--- src/eoi_ram.sv ---
// Generic single-port-write RAM with one registered read port.
// Uses no package; instanced for the vertex store and the scratch file.
module eoi_ram #(
	parameter int WIDTH = 32,
	parameter int DEPTH = 64
) (
	input  logic                     clk,
	input  logic                     we,
	input  logic [$clog2(DEPTH)-1:0] waddr,
	input  logic [WIDTH-1:0]         wdata,
	input  logic [$clog2(DEPTH)-1:0] raddr,
	output logic [WIDTH-1:0]         rdata
);

	logic [WIDTH-1:0] mem_q [DEPTH];

	always_ff @(posedge clk) begin
		if (we) begin
			mem_q[waddr] <= wdata;
		end
		rdata <= mem_q[raddr];
	end

endmodule

--- config.mk ---
export PLATFORM = sky130hd
export DESIGN_NAME = eoi_ram
export DESIGN_NICKNAME = d
export VERILOG_FILES = /design/src/eoi_ram.sv
export SDC_FILE = /design/constraint.sdc
export NUM_CORES = 2
export LEC_CHECK = 0
export BUFFER_PORTS_ARGS = -buffer_cell sky130_fd_sc_hd__buf_2
export CAP_MARGIN = 20
export CORE_ASPECT_RATIO = 1.5
export CORE_MARGIN = 4
export CORE_UTILIZATION = 44
export CTS_CLUSTER_SIZE = 20
export DETAILED_ROUTE_END_ITERATION = 10
export GPL_TIMING_DRIVEN = 0
export PLACE_DENSITY_LB_ADDON = 0.1
export SLEW_MARGIN = 20
export SYNTH_ARGS = -nofsm -noshare
export SYNTH_HDL_FRONTEND = slang
export SYNTH_SLANG_ARGS = --single-unit
--- constraint.sdc ---
create_clock -name clk -period 3.53 [get_ports clk]
set_input_delay 0.1765 -clock clk [delete_from_list [all_inputs] [get_ports clk]]
set_output_delay 0.1765 -clock clk [all_outputs]
set_load 0.005 [all_outputs]
==> results.py <==
metrics = {
    "status": {
        "status": "finished clean",
    },
    "floorplan": {
        "die_h_um": 525,
        "core_um2": 177000,
        "die_w_um": 353,
        "start_util": 0.443,
        "rows": 189,
        "die-area_um2": 185000,
        "ios": 78,
    },
    "synthesis": {
        "synth-seq-cells": 2080,
        "async_flop_share": 0,
        "synth_area_um2": 78500,
        "synth_cell_type_count": 34,
        "synth_compound_area_frac": 0.0167,
        "yosys.area_share.simple": 0.0127,
        "synth_top_family_by_area": "multiplexers",
        "muxShareOfSynthArea": 0.168,
        "synth_edf_count": 2048,
        "synthCells": 3324,
        "yosys_warnings": 0,
        "synth-main-ff-cell": "edfxtp_1",
        "postSynthAreaPerCell_um2": 23.6,
        "ys_seq_area_frac": 0.791,
        "synth_xor_area_frac": 0,
        "syn-num-nets": 3370,
        "synth_fa_ha_area_frac": 0,
    },
    "sta": {
        "finalMaxSlewViolations": 0,
        "slew_headroom": 0.142,
        "period_needed_ps": 3450,
        "hold_viol_final": 0,
        "fmax_mhz": 290,
        "tightest_slew_ps": 1290,
        "rsz0062_at_grt": "no",
        "setup_viol": 0,
        "hold_slack_ps": 76.1,
        "finClkSkew_ps": 28.9,
        "timing.final.crit_share": 0.978,
    },
    "pwr": {
        "p_sw_uw": 11000,
        "intPower_uw": 39500,
        "p_total_uw": 50500,
        "power.leakage_uw": 0.0286,
        "switching_share": 0.218,
        "clockPowerShare": 0.397,
        "pwr-share-seq": 0.542,
        "p_comb_frac": 0.060,
        "irDropWorstVdd_v": 0.000530,
        "powerDensity_nw_per_um2": 551,
    },
    "placement": {
        "dpl.hpwl_um": 172000,
        "portBuffers": 69,
        "dpl-instance-area_um2": 85400,
        "place.gp.congestion": 0.882,
    },
    "routing": {
        "ant_nets": 0,
        "drc": 0,
        "drt-vias-per-instance": 6.23,
        "drt_iter0_drc": 5218,
        "post_drt_wl_per_cell_um": 40.4,
        "routed_wl_um": 251000,
        "via_count": 38700,
        "dr.pass1.iters": 6,
    },
    "critical_path": {
        "worst-path-buf-inv": 4,
        "crit_required_ps": 4140,
        "slowest_stage": "buf_1",
        "cp_max_fo": 10,
        "crit_type": "input pin to flip-flop",
        "crit_chain": "buf_2, buf_2, buf_2, buf_1, nand3b_1, o221ai_1, a21oi_1, a21oi_1, nor2_1",
        "crit_arrival_ps": 4060,
        "end_kind": "flip-flop",
        "path_delay_family": "buffers and inverters",
        "cp-start-kind": "input pin",
        "critPathMaxStageDelay_ps": 840,
        "cpMostUsedCell": "buf_2",
    },
    "clock_network": {
        "cts_tree": "yes",
        "clkSinkCount": 2080,
        "clockBufferDepth": 3,
        "ctsRootBufferMaster": "clkbuf_16",
        "postCtsSetupBuffers": 0,
        "cts_inserted_buffers": 191,
        "ctsResizeCount": 0,
        "clock_latency_ps": 830,
        "clkTransAtPathRegs_ps": 60,
        "htreeDepth": 4,
    },
    "finish": {
        "finish.instance_area_um2": 91700,
        "area_growth_syn_to_layout_pct": 16.8,
        "drive_above_1_share": 0.306,
        "finish.net_count": 3804,
    },
    "grt": {
        "antenna_found_initial": 24,
        "grt_pass1_vias": 39500,
        "grt-ovfl-total": 0,
        "grt_pass1_wl_um": 337000,
        "grt.total_usage": 0.271,
        "grt_max_degree": 65,
    },
    "min_path": {
        "hp-class": "input pin to flip-flop",
    },
    "job": {
        "drv_cap": 0,
    },
}
## cells by family (layout without fill, tap and decap cells)
logic type / count (synthesis) / after routing
compound gates: 202 / 202
flops: 2080 / 2080
mux: 637 / 637
simple gates: 223 / 223
other cells: 0 / 13
buf+inv: 182 / 762
## repair_timing
item,in CTS,in global routing
endpoints found under the setup margin,0,0
hold endpoints to repair,814,707
hold buffers,19,12
## metrics by stage
| stage | instances | setup WS, ps | TNS [ps] | util |
|---|---|---|---|---|
| 2_1_floorplan | 3324 | 194 | 0 | - |
| 4_1_cts | 6184 | 204 | 0 | 0.517 |
| 5_1_grt | 6197 | 143 | 0 | 0.517 |
| 3_5_place_dp | 5826 | -671 | -8200 | 0.482 |
| 3_3_place_gp | 5685 | -3470 | -2975050 | 0.461 |
| 6_report | 6209 | 78.5 | 0 | 0.518 |
## synthesized netlist by cell type, types with 8 or more instances
cell	n	area (um^2)
buf_4	25	188
nand2b_1	8	50.1
edfxtp_1	2048	61500
o221ai_1	27	236
buf_2	57	285
dfxtp_1	32	641
a21oi_1	62	310
nor2b_1	15	93.8
nand2_1	26	97.6
a311oi_1	8	70.1
nor2_1	137	514
o22ai_1	84	526
buf_1	21	78.8
mux2i_1	93	931
a22oi_1	12	90.1
clkbuf_1	74	278
mux4_2	544	12300
## per-layer routing
layer | vias up | track usage | part of all wire
met2 | 1946 | 0.472 | 0.52
met5 | - | 0 | 0.00024
met3 | 448 | 0.0507 | 0.076
met1 | 21100 | 0.325 | 0.35
li1 | 15200 | - | -
met4 | 10 | 0.132 | 0.058
## layout by cell type, fill, tap and decap left out, types with 7 or more instances in the layout
cell type / netlist / final
edfxtp_1: 2048 / 2048
mux4_2: 544 / 544
clkbuf_16: 0 / 197
buf_2: 57 / 100
mux2i_1: 93 / 93
clkbuf_1: 74 / 89
o22ai_1: 84 / 84
buf_12: 0 / 81
nor2_1: 137 / 75
buf_4: 25 / 63
a21oi_1: 62 / 62
nor2_4: 0 / 62
buf_16: 0 / 50
clkinv_1: 0 / 43
dfxtp_1: 32 / 32
dlygate4sd3_1: 0 / 31
clkbuf_2: 0 / 27
o221ai_1: 27 / 27
nand2_1: 26 / 26
clkinv_2: 0 / 25
buf_1: 21 / 17
nor2b_1: 15 / 15
diode_2: 0 / 13
clkbuf_8: 0 / 13
a22oi_1: 12 / 12
bufinv_16: 0 / 10
nand2b_1: 8 / 8
a311oi_1: 8 / 8
buf_6: 5 / 7
## sequential cells by signal, indices dropped and copies added (netlist names)
| signal | count |
|---|---|
| mem_q | 2048 |
| rdata | 32 |
## area by class of cell
| cell class | instances | area (um^2) |
|---|---|---|
| sequential | 2080 | 62100 |
| timing repair buffer | 241 | 3810 |
| tap | 2292 | 2870 |
| multi-input combinational | 1062 | 16000 |
| fill | 13600 | 85400 |
| buffer | 182 | 925 |
| antenna | 13 | 32.5 |
| clock buffer | 252 | 5270 |
| clock inverter | 87 | 674 |
## worst register-to-register path, cell delays in order (launching register included)
cell	delay, ps
edfxtp_1	370
mux4_2	480
mux4_2	500
o22ai_1	1000
nor2_1	200
## worst paths after layout
check / start / endpoint / slack [ps] / cells after the start
hold / removal: waddr[2] / mem_q[54][23]$_DFFE_PP_ / 80 / 3
hold reg to reg: mem_q[28][17]$_DFFE_PP_ / rdata[17]$_DFF_P_ / 1140 / 4
setup / recovery: raddr[1] / rdata[6]$_DFF_P_ / 80 / 9
setup reg to reg: mem_q[27][19]$_DFFE_PP_ / rdata[19]$_DFF_P_ / 770 / 4
## power by group through the flow
stage | Sequential [uW] | Clock [uW] | Combinational [uW]
after floorplan | 27900 | 0 | 1330
after global placement | 27900 | 0 | 2860
after detailed placement | 27900 | 0 | 3020
after CTS | 27400 | 20400 | 3040
after global routing | 27400 | 21300 | 3130
final | 27400 | 20100 | 3050
No activity file was read; power rests on OpenSTA's default activity.
